[src/design/ire_pkg.sv]
// ----------------------------------------------------------------------------
// ire_pkg
// Shared types, register indexes and segment decode for the IR frame encoder.
// ----------------------------------------------------------------------------
package ire_pkg;

  localparam int SegPerFrame  = 200;
  localparam int SegPerHalf   = 100;
  localparam int TrailMarkPos = SegPerHalf - 2;
  localparam int TrailGapPos  = SegPerHalf - 1;
  localparam int PayloadBits  = 48;

  localparam int DurW    = 16;
  localparam int SegIdxW = 8;
  localparam int CfgIdxW = 3;

  localparam logic [DurW-1:0] HdrMarkRst  = 16'd4400;
  localparam logic [DurW-1:0] HdrSpaceRst = 16'd4400;
  localparam logic [DurW-1:0] BitMarkRst  = 16'd550;
  localparam logic [DurW-1:0] OneSpaceRst = 16'd1660;
  localparam logic [DurW-1:0] ZeroSpcRst  = 16'd550;
  localparam logic [DurW-1:0] GapSpaceRst = 16'd5220;
  localparam logic [DurW-1:0] EndSpaceRst = 16'd8800;

  typedef enum logic [CfgIdxW-1:0] {
    REG_HDR_MARK   = 3'd0,
    REG_HDR_SPACE  = 3'd1,
    REG_BIT_MARK   = 3'd2,
    REG_ONE_SPACE  = 3'd3,
    REG_ZERO_SPACE = 3'd4,
    REG_GAP_SPACE  = 3'd5,
    REG_END_SPACE  = 3'd6
  } reg_idx_e;

  typedef struct packed {
    logic [DurW-1:0] hdr_mark;
    logic [DurW-1:0] hdr_space;
    logic [DurW-1:0] bit_mark;
    logic [DurW-1:0] one_space;
    logic [DurW-1:0] zero_space;
    logic [DurW-1:0] gap_space;
    logic [DurW-1:0] end_space;
  } cfg_t;

  typedef struct packed {
    logic line_level;
    logic busy_res;
    logic frame_done;
    logic start_refused;
  } res_t;

  // Tick count loaded for segment idx; a zero duration still lasts one tick.
  function automatic logic [DurW-1:0] seg_ticks(logic [SegIdxW-1:0] idx,
                                                logic [23:0] pay, cfg_t c);
    logic                   second;
    logic [6:0]             loc;
    logic [5:0]             k;
    logic [PayloadBits-1:0] v;
    logic [DurW-1:0]        d;
    second = (idx >= SegIdxW'(SegPerHalf));
    loc    = second ? 7'(idx - SegIdxW'(SegPerHalf)) : idx[6:0];
    k      = 6'((loc - 7'd2) >> 1);
    // transmission order: A, ~A, B, ~B, C, ~C, MSB first
    v = {pay[23:16], ~pay[23:16], pay[15:8], ~pay[15:8], pay[7:0], ~pay[7:0]};
    priority if (loc == 7'd0) begin
      d = c.hdr_mark;
    end else if (loc == 7'd1) begin
      d = c.hdr_space;
    end else if (loc == 7'(TrailMarkPos)) begin
      d = c.bit_mark;
    end else if (loc == 7'(TrailGapPos)) begin
      d = second ? c.end_space : c.gap_space;
    end else if (!loc[0]) begin
      d = c.bit_mark;
    end else begin
      d = v[6'(PayloadBits - 1) - k] ? c.one_space : c.zero_space;
    end
    return (d == '0) ? DurW'(1) : d;
  endfunction

endpackage

[src/design/ir_remote_frame_encoder_unit.sv]
// ----------------------------------------------------------------------------
// ir_remote_frame_encoder_unit
// Timed mark/space envelope generator for a Coolix-style IR remote frame.
// ----------------------------------------------------------------------------
// Usage:
//  - Input channel (valid/ready): command 1 starts a frame with byte_a..c,
//    command 0 is one time tick. A start while a frame is playing is refused.
//  - Each input transaction yields exactly one result transaction on the
//    output channel: line level during that tick, busy, frame done, refused.
//  - A frame is 200 segments (two half-frames of header, 48 bits, trailing
//    mark and gap/end space); each segment lasts its register's tick count,
//    or one tick when that register holds zero.
//  - Latency: the result is valid the cycle after the input is accepted.
//  - Throughput: one transaction per cycle unless the output stalls; the
//    whole step (counter decrement and next segment decode) sits between
//    the input handshake and the result register.
//  - Stall: while a result waits, a new input is taken only in the cycle the
//    receiver takes the waiting one, so ready follows out_ready_i.
//  - Reset: idle, no result pending, timing registers at their defaults.
//  - Configuration: a write on cfg_we_i lands at the next edge; index 7 is
//    ignored. Writes apply to segments loaded afterwards.
module ir_remote_frame_encoder_unit (
  input  logic                        clk_i,
  input  logic                        rst_ni,
  input  logic                        cfg_we_i,
  input  logic [ire_pkg::CfgIdxW-1:0] cfg_idx_i,
  input  logic [ire_pkg::DurW-1:0]    cfg_data_i,
  input  logic                        in_valid_i,
  output logic                        in_ready_o,
  input  logic                        command_i,
  input  logic [7:0]                  byte_a_i,
  input  logic [7:0]                  byte_b_i,
  input  logic [7:0]                  byte_c_i,
  output logic                        out_valid_o,
  input  logic                        out_ready_i,
  output logic                        line_level_o,
  output logic                        busy_res_o,
  output logic                        frame_done_o,
  output logic                        start_refused_o
);

  ire_pkg::cfg_t                  cfg_q;
  logic [ire_pkg::SegIdxW-1:0]    seg_q, seg_d;
  logic [ire_pkg::DurW-1:0]       ticks_q, ticks_d;
  logic [23:0]                    pay_q, pay_d;
  logic                           sending_q, sending_d;
  logic                           out_valid_q, out_valid_d;
  ire_pkg::res_t                  res_q, res_d;
  logic                           accept;
  logic [ire_pkg::SegIdxW-1:0]    seg_next;

  // Output register frees up whenever the receiver drains it.
  assign in_ready_o = !out_valid_q || out_ready_i;
  assign accept     = in_valid_i && in_ready_o;
  assign seg_next   = seg_q + ire_pkg::SegIdxW'(1);

  // Timing registers
  always_ff @(posedge clk_i or negedge rst_ni) begin
    if (!rst_ni) begin
      cfg_q.hdr_mark   <= ire_pkg::HdrMarkRst;
      cfg_q.hdr_space  <= ire_pkg::HdrSpaceRst;
      cfg_q.bit_mark   <= ire_pkg::BitMarkRst;
      cfg_q.one_space  <= ire_pkg::OneSpaceRst;
      cfg_q.zero_space <= ire_pkg::ZeroSpcRst;
      cfg_q.gap_space  <= ire_pkg::GapSpaceRst;
      cfg_q.end_space  <= ire_pkg::EndSpaceRst;
    end else if (cfg_we_i) begin
      unique case (ire_pkg::reg_idx_e'(cfg_idx_i))
        ire_pkg::REG_HDR_MARK:   cfg_q.hdr_mark   <= cfg_data_i;
        ire_pkg::REG_HDR_SPACE:  cfg_q.hdr_space  <= cfg_data_i;
        ire_pkg::REG_BIT_MARK:   cfg_q.bit_mark   <= cfg_data_i;
        ire_pkg::REG_ONE_SPACE:  cfg_q.one_space  <= cfg_data_i;
        ire_pkg::REG_ZERO_SPACE: cfg_q.zero_space <= cfg_data_i;
        ire_pkg::REG_GAP_SPACE:  cfg_q.gap_space  <= cfg_data_i;
        ire_pkg::REG_END_SPACE:  cfg_q.end_space  <= cfg_data_i;
        default: ;  // unmapped index, dropped
      endcase
    end
  end

  // One step of the frame sequencer per accepted transaction.
  always_comb begin
    seg_d     = seg_q;
    ticks_d   = ticks_q;
    pay_d     = pay_q;
    sending_d = sending_q;
    res_d     = '0;
    if (accept) begin
      if (command_i) begin
        res_d.busy_res = 1'b1;
        if (sending_q) begin
          res_d.start_refused = 1'b1;
        end else begin
          pay_d     = {byte_a_i, byte_b_i, byte_c_i};
          sending_d = 1'b1;
          seg_d     = '0;
          ticks_d   = ire_pkg::seg_ticks('0, {byte_a_i, byte_b_i, byte_c_i}, cfg_q);
        end
      end else if (sending_q) begin
        // even segments are marks
        res_d.line_level = ~seg_q[0];
        res_d.busy_res   = 1'b1;
        if (ticks_q > ire_pkg::DurW'(1)) begin
          ticks_d = ticks_q - ire_pkg::DurW'(1);
        end else if (seg_q == ire_pkg::SegIdxW'(ire_pkg::SegPerFrame - 1)) begin
          sending_d        = 1'b0;
          seg_d            = '0;
          ticks_d          = '0;
          res_d.frame_done = 1'b1;
        end else begin
          seg_d   = seg_next;
          ticks_d = ire_pkg::seg_ticks(seg_next, pay_q, cfg_q);
        end
      end
    end
  end

  always_comb begin
    if (accept) begin
      out_valid_d = 1'b1;
    end else if (out_ready_i) begin
      out_valid_d = 1'b0;
    end else begin
      out_valid_d = out_valid_q;
    end
  end

  always_ff @(posedge clk_i or negedge rst_ni) begin
    if (!rst_ni) begin
      seg_q       <= '0;
      ticks_q     <= '0;
      pay_q       <= '0;
      sending_q   <= 1'b0;
      out_valid_q <= 1'b0;
    end else begin
      seg_q       <= seg_d;
      ticks_q     <= ticks_d;
      pay_q       <= pay_d;
      sending_q   <= sending_d;
      out_valid_q <= out_valid_d;
    end
  end

  // Result payload, loaded with each accepted transaction.
  always_ff @(posedge clk_i) begin
    if (accept) begin
      res_q <= res_d;
    end
  end

  assign out_valid_o     = out_valid_q;
  assign line_level_o    = res_q.line_level;
  assign busy_res_o      = res_q.busy_res;
  assign frame_done_o    = res_q.frame_done;
  assign start_refused_o = res_q.start_refused;

  // Assertions
  a_ticks_live: assert property (@(posedge clk_i) disable iff (!rst_ni)
    sending_q |-> (ticks_q != '0))
    else $error("sending with zero ticks left");

  a_seg_range: assert property (@(posedge clk_i) disable iff (!rst_ni)
    seg_q < ire_pkg::SegIdxW'(ire_pkg::SegPerFrame))
    else $error("segment index past end of frame");

  a_idle_clean: assert property (@(posedge clk_i) disable iff (!rst_ni)
    !sending_q |-> (seg_q == '0 && ticks_q == '0))
    else $error("idle with stale segment state");

  a_done_ends: assert property (@(posedge clk_i) disable iff (!rst_ni)
    (accept && res_d.frame_done) |=> !sending_q)
    else $error("frame done but still sending");

  a_refuse_busy: assert property (@(posedge clk_i) disable iff (!rst_ni)
    (accept && command_i && sending_q) |=> (sending_q && $stable(pay_q)))
    else $error("refused start disturbed the frame");

endmodule

[config.mk]
export PLATFORM = sky130hd
export DESIGN_NAME = ir_remote_frame_encoder_unit
export DESIGN_NICKNAME = d
export VERILOG_FILES = /design/src/design/ire_pkg.sv /design/src/design/ir_remote_frame_encoder_unit.sv
export SDC_FILE = /design/constraint.sdc
export NUM_CORES = 1
export LEC_CHECK = 0
export ABC_CLOCK_PERIOD_IN_PS = 15900
export BUFFER_PORTS_ARGS = -buffer_cell sky130_fd_sc_hd__buf_2
export CAP_MARGIN = 20
export CORE_ASPECT_RATIO = 0.5
export CORE_MARGIN = 4
export CORE_UTILIZATION = 60
export DETAILED_ROUTE_END_ITERATION = 10
export PLACE_DENSITY = 0.79
export SLEW_MARGIN = 25
export SYNTH_ARGS = -nofsm -noshare
export SYNTH_HDL_FRONTEND = slang
export SYNTH_SLANG_ARGS = --single-unit
[constraint.sdc]
create_clock -name clk_i -period 15.9 [get_ports clk_i]
set_input_delay 0.795 -clock clk_i [delete_from_list [all_inputs] [get_ports clk_i]]
set_output_delay 0.795 -clock clk_i [all_outputs]
set_load 0.05 [all_outputs]
==> results.md, run 1 <==
- Entering global routing, the biggest net connects around 90 pins.
- The number of warnings reported in the yosys synthesis log is 0.
- The floorplan die area is 17400 um2.
- The worst setup path category is reg -> reg.
- After clock tree synthesis, the setup repair step added 0 buffers.
- The endpoint of the most critical register-to-register path is ticks_q[0].
- The maximum fanout along the worst path is 20.
- The run finished with clean final reports.
- The routed length per instance is about 22 um.
- Using the TritonRoute via totals, the vias-per-cell ratio works out to 6.54.
- In this run the count of I/O pins placed on the die edge is 55.
- The first TritonRoute pass finished after 7 iterations.
- The clock sink count is ~170.
- The worst-case clock skew is 0.0116 ns.
- The worst setup path is launched from a register.
- The flip-flop cell with the highest count after synthesis is dfrtp_1.
- The area used by multi-input combinational logic is 4700 um2.
- The depth of the worst register-to-register path is 18.
- The routability congestion estimate is 0.968.
- For this run, design rule violations remaining after detail routing come to 0.
- The number of antenna violations at the first check in global routing was 0.
- Counting flops with an async set or reset pin after synthesis yields a share of a little over nine tenths.
- The peak clock frequency supported by timing is 0.161 GHz.
- The number of max-cap violations is 0.
- Synthesis inferred approximately 170 register bits.
- Setup repair after global routing left no endpoint under its margin.
- Adding up every negative setup slack in the final design gives 0 ns.
- Across every metal layer, demand over resource in global routing totals 28.0%.
- Of the synthesized area, sequential elements account for 46.1%.
- After layout, the worst path uses about 39% of the clock period.
- Prior to clock tree synthesis, the placed netlist has a worst setup slack of just under 10 ns.
- For the worst setup path, the data required time is between 15 and 20 ns.
- The final-report hold violation count was 0.
- The detailed-route wire length is 23600 um.
- The via count of the routed design is 7001.
- The worst setup slack after layout is 9.68 ns.
- Across the VDD grid, the largest voltage drop is 0.0000980 V.
- The core region is 14700 um2.
- TritonCTS built the clock tree.
- The number of instances in the synthesized netlist is between 800 and 900.
- For flop-to-flop paths, the worst setup slack is roughly 9.7 ns.
- The horizontal extent of the die is 182 um.
- The starting DRC count in detailed routing is 788.
- The arrival time at the worst endpoint is approximately 6.6 ns.
- For the pin with the worst max-slew slack, the measured transition is roughly 1.1 ns.
- The endpoint of the most critical setup path is ticks_q[0].
- The type of the worst min-delay path is in -> async.
- From synthesis to final layout, the design area changed by 11.6%.
- The smallest clock period supported by the final layout is computed as around 6.2 ns.
- The final layout contains roughly 900 nets.
- After synthesis, the mean cell area works out to 11.2 um2.
- The post-cts sizing count is 0.
- The clock tree buffer depth is 2.
- The synthesized net count is 878.
- Clock-pin slew was measured on the worst setup and hold paths at 0.07 ns.
- The fraction of final layout cells sized beyond drive strength 1 is 34.9%.
- The critical path starts at seg_q[0].
- The detail route stage leaves a number of antenna-violating nets equal to 0.
- The HPWL after detailed placement is 16700 um.
- The repair_antennas step left the layout with diodes totalling 0.
- The leakage power is approximately 0.0042 uW.
- The die is ~95 um tall.
- The final number of max-transition violations is 0.
- The CTS buffer count is 17.
- The headroom to the max-slew limit is about a quarter.
- The count of filler cells inserted in the layout is about 1100.
- The overall overflow remaining after global route is 0.
- STA classifies the critical path endpoint as a register.
- The synthesized cell area is approximately 9000 um2.
- The quantity of I/O buffers inserted on ports is 54.
- The root buffer selected by CTS is clkbuf_16.
- The initial standard-cell utilization of the core is 62.1%.
- The H-tree depth is 4.
- The first global-routing pass estimated roughly 38000 um of wire.
- Setup violations remaining at the end of the flow were counted as 0.
- The power density of the placed cells is 156 nW/um2.
- The combined flip-flop and latch cell area is roughly 4200 um2.
- The count of hold-fix buffers inserted at cts is 0.
- Yosys mapped a number of flops with a built-in enable equal to 4.
- The later pin in the worst-skew pair is clocked with a latency of 0.43 ns.
- Synthesis instantiated 81 different standard cells from the library.
- The number of cell rows is 31.
- The number of global-route vias before repair is 6967.
- The startpoint identified for the worst register-to-register timing path is seg_q[0].
per-stage QoR:
| stage | area, um2 | instances | power, uW | hold WS (ns) | util (%) |
|---|---|---|---|---|---|
| 5_1_grt | 10200 | 1070 | 1670 | 0.429 | 69.3 |
| 2_1_floorplan | 9130 | 818 | 1010 | 0.451 | - |
| 6_report | 10200 | 1070 | 1590 | 0.372 | 69.3 |
| 4_1_cts | 10200 | 1068 | 1580 | 0.399 | 69.2 |
| 3_3_place_gp | 9530 | 1035 | 1130 | 0.468 | 64.9 |
| 3_5_place_dp | 9560 | 1036 | 1160 | 0.482 | 65.0 |
worst min path at each step:
| stage | from | end | slack (ns) | cells after the start |
|---|---|---|---|---|
| floorplan | ticks_q[15] | ticks_q[15] | 0.45 | 2 |
| global placement | ticks_q[15] | ticks_q[15] | 0.47 | 2 |
| detailed placement | ticks_q[15] | ticks_q[15] | 0.48 | 2 |
| CTS | rst_ni | ticks_q[2] | 0.40 | 1 |
| global route | rst_ni | cfg_q[99] | 0.43 | 1 |
| finish | rst_ni | cfg_q[99] | 0.37 | 1 |
final cells by class:
| cell class | instances | share of cell area [%] |
|---|---|---|
| multi-input cells | 596 | 46.1 |
| flip-flops and latches | 166 | 41.4 |
| clock buffers | 17 | 4.17 |
| repair buffers | 63 | 3.56 |
| well taps | 198 | 2.43 |
| clock inverters | 15 | 1.77 |
| inverters | 15 | 0.577 |
registers in the layout (all words and copies together), names as in the netlist:
| register | flops |
|---|---|
| ticks_q | 16 |
| sending_q | 1 |
| cfg_q | 112 |
| busy_res_o | 1 |
| out_valid_o | 1 |
| frame_done_o | 1 |
| seg_q | 8 |
| pay_q | 24 |
| start_refused_o | 1 |
| line_level_o | 1 |
critical path: stages (launching register included):
cell and delay, ns:
dfrtp_1 0.64, ha_1 0.54, xor2_4 0.31, ha_1 0.25, a21o_1 0.09, a21oi_1 0.06
o21a_1 0.28, or3_1 0.48, nand2_2 0.52, mux2i_1 0.33, o21ai_0 0.19, o21a_1 0.24
o221ai_1 0.18, and3_4 0.45, mux2i_1 0.22, o21ai_0 0.12, or4_1 0.54, or4_1 0.53
a21oi_1 0.15
report_power, final:
part           internal (uW)  switching, uW
clock                    225            195
combinational            243            306
sequential               532           86.1
placed cells by master (no fill, tap or decap), types with 4 or more instances in the layout:
cell / n
o2bb2ai_1: 4
xnor2_1: 10
buf_4: 5
o22ai_1: 7
o211ai_1: 7
nand3_1: 10
nand2b_1: 5
inv_1: 12
clkbuf_16: 17
mux2_2: 143
nor2b_1: 4
ha_1: 11
inv_6: 4
a221oi_1: 9
and2_1: 7
a211oi_1: 9
nand4b_1: 4
o21ai_0: 58
buf_6: 4
a22o_1: 6
edfxtp_1: 4
a222oi_1: 7
o21a_1: 7
or4_1: 6
nor3_1: 12
and3_1: 4
dfrtp_1: 130
xor2_1: 8
dfstp_2: 32
o31ai_1: 5
nand2_1: 54
mux2i_1: 36
nor2_1: 54
buf_2: 53
a22oi_1: 5
a21oi_1: 26
nor4_1: 14
kinds of logic (layout without fill, tap and decap cells):
family | after synthesis | in the layout | share of synthesized area (%)
mux | 181 | 181 | 21.9
flops | 166 | 166 | 46.1
fa+ha+maj | 11 | 11 | 1.51
xor+xnor | 20 | 20 | 2.21
buf+inv | 56 | 110 | 2.85
compound gates | 183 | 183 | 14.2
simple gates | 201 | 201 | 11.2
metal layers:
layer / track usage, % / vias to the layer above / share of wire (%)
met1: 37.9 / 3554 / 44
met5: 0 / - / 0
li1: - / 3126 / -
met4: 6.80 / 0 / 1.6
met3: 7.20 / 50 / 7.4
met2: 45.8 / 271 / 47
synth_stat cells (5+ instances only):
cell type / instances / area [um2]
mux2_2: 143 / 1610
dfrtp_1: 130 / 3250
o21ai_0: 58 / 290
nand2_1: 55 / 206
nor2_1: 54 / 203
mux2i_1: 36 / 360
dfstp_2: 32 / 841
a21oi_1: 26 / 130
clkbuf_1: 24 / 90.1
nor3_1: 14 / 70.1
nor4_1: 14 / 87.6
inv_1: 12 / 45.0
ha_1: 11 / 138
nand3_1: 10 / 50.1
xnor2_1: 10 / 87.6
a211oi_1: 9 / 67.6
a221oi_1: 9 / 78.8
buf_2: 8 / 40.0
xor2_1: 8 / 70.1
a222oi_1: 7 / 70.1
and2_1: 7 / 43.8
o211ai_1: 7 / 52.6
o21a_1: 7 / 52.6
o22ai_1: 7 / 43.8
a22o_1: 6 / 52.6
or4_1: 6 / 45.0
a22oi_1: 5 / 37.5
nand2b_1: 5 / 31.3
o31ai_1: 5 / 37.5
Power figures use the tool's default switching activity.
==> run 2, diff against run 1 <==
Settings changed: ABC_AREA set to 1, ABC_CLOCK_PERIOD_IN_PS 15900 to 6400.
Clock period 15.9 ns to 6.4 ns, I/O delays scaled along.
==> results.md, run 2 <==
- The H-tree depth is 4.
- The later pin in the worst-skew pair is clocked with a latency of 0.44 ns.
- The quantity of I/O buffers inserted on ports is 54.
- The post-cts sizing count is 0.
- The number of antenna violations at the first check in global routing is 0.
- The checks that failed: negative hold slack.
- Once the floorplan was initialized, standard cells occupied 62.5% of the core.
- At the end of routability-driven placement, the weighted congestion stood at 1.02.
- After routing the design area is 10100 um2.
- The maximum fanout along the worst path is 23.
- The sum of net half-perimeters after detailed placement is 17400 um.
- Based on the critical path, the design can be clocked at up to 0.178 GHz.
- The most numerous cell type found on the critical path is nand2_1.
- The total met3 wirelength after detailed routing is a little under 3000 um.
- The number of instances in the synthesized netlist is between 1000 and 1500.
- The overall overflow remaining after global route is 0.
- During I/O placement, the number of pins put on the boundary was 55.
- The number of setup buffers added after CTS is 0.
- After detailed routing, the average wire length per cell comes to 17.6 um.
- The number of cells on the worst reg-to-reg path is 32.
- The type of origin of the critical path is a register.
- After clock tree synthesis, the flow added hold-fix buffers numbering 0.
- Yosys printed 0 warnings.
- For this run, design rule violations remaining after detail routing come to 0.
- The post-route setup TNS is 0 ns.
- The final layout net count is 1289.
- The detailed-route wire length is about 25000 um.
- The number of antenna diodes in the final layout is 0.
- The most repeated cell in the gate-level netlist after synthesis is nand2_1.
- Measured along the y axis, the die boundary spans 95.8 um.
- The largest register by flop count is cfg_q.
- For the worst setup path, the data arrival time is just under 6 ns.
- The most critical setup path has its startpoint at seg_q[0].
- On the final layout, the worst hold slack is -0.0162 ns.
- The slowest stage of the critical path is the dfrtp_1 cell.
- The core outline area is around 15000 um2.
- The register with the most flip-flops in the layout has between 100 and 150 of them.
- The number of global-route vias before repair is 7915.
- The data required time of the critical path is 6.71 ns.
- The most common cell after layout, fill and taps aside is nand2_1.
- The number of nets handed over by synthesis was 1269.
- The clock tree buffer depth is 2.
- The number of enable-type register cells in the synthesized netlist is 4.
- The flow ran to the end, but the final reports show violations.
- Global routing consumed, over all layers together, 30.2% of the routing resources.
- The area growth from synthesis to final layout is 9.63%.
- After synthesis, the cell types taking the most area are dfrtp_1, nand2_1, dfstp_2, o21ai_0, inv_1.
- The critical path in this run is classified as reg -> reg.
- The final number of max-transition violations was 0.
- Summing the sequential cell areas from Yosys gives 45.6% of the chip area.
- The TritonCTS clock tree is done.
- The worst slack after detailed placement is 1.00 ns.
- The cell area after placement is 9530 um2.
- The clock drives around 170 sinks.
- Measured on the finished design, the core utilization comes to 68.5%.
- The reg-to-reg startpoint is seg_q[0].
- The largest net degree at the start of global routing is 110.
- The most used flip-flop cell after synthesis is dfrtp_1.
- The die is 184 um wide.
- Detailed routing placed a total of 10500 um of wire on met2.
- STA classifies the critical path endpoint as a register.
- After clock tree synthesis, the clock-pin slew on the worst setup and hold paths is ~0.070 ns.
- By count the netlist is led by nand2_1, o21ai_0, dfrtp_1.
- Dividing the synthesized area by the synthesized cell count gives approximately 7.6 um2.
- VDD sags by at most 0.000182 V.
- For this block, wires on met1 add up to roughly 12000 um.
- Row generation in the floorplan step produced 31 rows.
- The type of the worst min-delay path is in -> async.
- Summed over all cells, the static leakage comes to 0.00500 uW.
- The worst-case clock skew is 0.0164 ns.
- Setup repair after global routing left no endpoint under its margin.
- Using the TritonRoute via totals, the vias-per-cell ratio works out to 5.92.
- The final-report hold violation count came to 11.
- The detail route stage leaves a number of antenna-violating nets equal to 0.
- The top cell type by area accounts for 35.2% of the synthesized area.
- The post-synthesis register bit count is around 170.
- The fraction of final layout cells sized beyond drive strength 1 is 14.8%.
- The power density of the placed cells is 311 nW/um2.
- Before antenna repair, the detailed router went through 5 iterations.
- The CTS buffer count is 17.
- The top layer reached by signal wires is met4.
- Setup violations remaining at the end of the flow were counted as 0.
- The largest registers in the layout are cfg_q: 112 flops, pay_q: 24 flops, ticks_q: 16 flops.
- The tool flagged a number of max-cap violations equal to 0.
- The fraction of the cycle the final worst path needs is a little under 90%.
- The largest stage delay on the critical path is roughly 0.83 ns.
- In the layout the commonest cells are nand2_1, o21ai_0, dfrtp_1, inv_1, nor2_1.
- The headroom to the max-slew limit is roughly 31%.
- The fraction of registers with async set/reset is 97.6%.
- For this block, the via count after detailed routing is between 8000 and 9000.
- The starting DRC count in detailed routing is 1121.
- The first global-routing pass estimated slightly above 40000 um of wire.
- CTS placed an instance of clkbuf_16 at the clock tree root.
- The cell area that synthesis handed to floorplanning was 9240 um2.
- The clock period minus final worst setup slack is approximately 5.6 ns.
- The netlist uses 42 different library cells.
- At the pin with the least slew margin, the transition time is about 1.0 ns.
- The floorplan die area is roughly 18000 um2.
- The worst setup slack after layout is 0.788 ns.
- The synthesized design spends more area on one cell type than any other, namely dfrtp_1.
-- run 2: area by class of cell --
class                   instances  area [um2]
clock buffers                  22         464
inverters                     136         510
fillers                      1212        4650
repair buffers                 58         309
multi-input cells             850        4260
flip-flops and latches        166        4210
well taps                     198         248
clock inverters                10         120
-- run 2: report_power, final --
part | total, uW | switching (uW) | leakage (uW) | internal [uW]
sequential | 1420 | 150 | 0.00199 | 1270
clock | 1040 | 445 | 0.000278 | 598
combinational | 689 | 443 | 0.00273 | 246
-- run 2: cell families after synthesis --
| family | after synthesis | synth area share, % |
|---|---|---|
| buffers and inverters | 193 | 8.41 |
| AOI/OAI and AO/OA | 256 | 14.9 |
| and+or+nand+nor | 549 | 25.7 |
| xor gates and xnor gates | 9 | 0.934 |
| adders and majority gates | 11 | 1.49 |
| muxes | 25 | 2.97 |
| DFF | 166 | 45.6 |
-- run 2: per-layer routing --
metal | up-vias | GRT usage, %
met4 | 0 | 8.98
met5 | - | 0
met1 | 4025 | 44.6
met2 | 476 | 44.4
li1 | 3969 | -
met3 | 48 | 7.47
-- run 2: worst max-delay path, delay by kind of cell (launching register included) --
| family | cells | cell delay, ns |
|---|---|---|
| and+or+nand+nor | 27 | 3.52 |
| buffers and inverters | 1 | 0.14 |
| DFF | 1 | 0.83 |
| adders and majority gates | 2 | 0.57 |
| AOI/OAI and AO/OA | 2 | 0.40 |
-- run 2: worst paths after layout --
check                                   to  slack [ns]
worst max-delay path            ticks_q[0]        0.79
worst min-delay path              seg_q[1]       -0.02
worst max register to register  ticks_q[0]        0.79
worst min register to register   cfg_q[32]        0.49
max in group asynchronous       ticks_q[6]        5.24
min in group clk_i               pay_q[12]        0.12
-- run 2: metrics by stage --
step	instances	power [uW]
finish	1440	3150
global route	1440	3330
CTS	1440	3140
detailed placement	1408	2100
global placement	1408	2070
floorplan	1209	1880
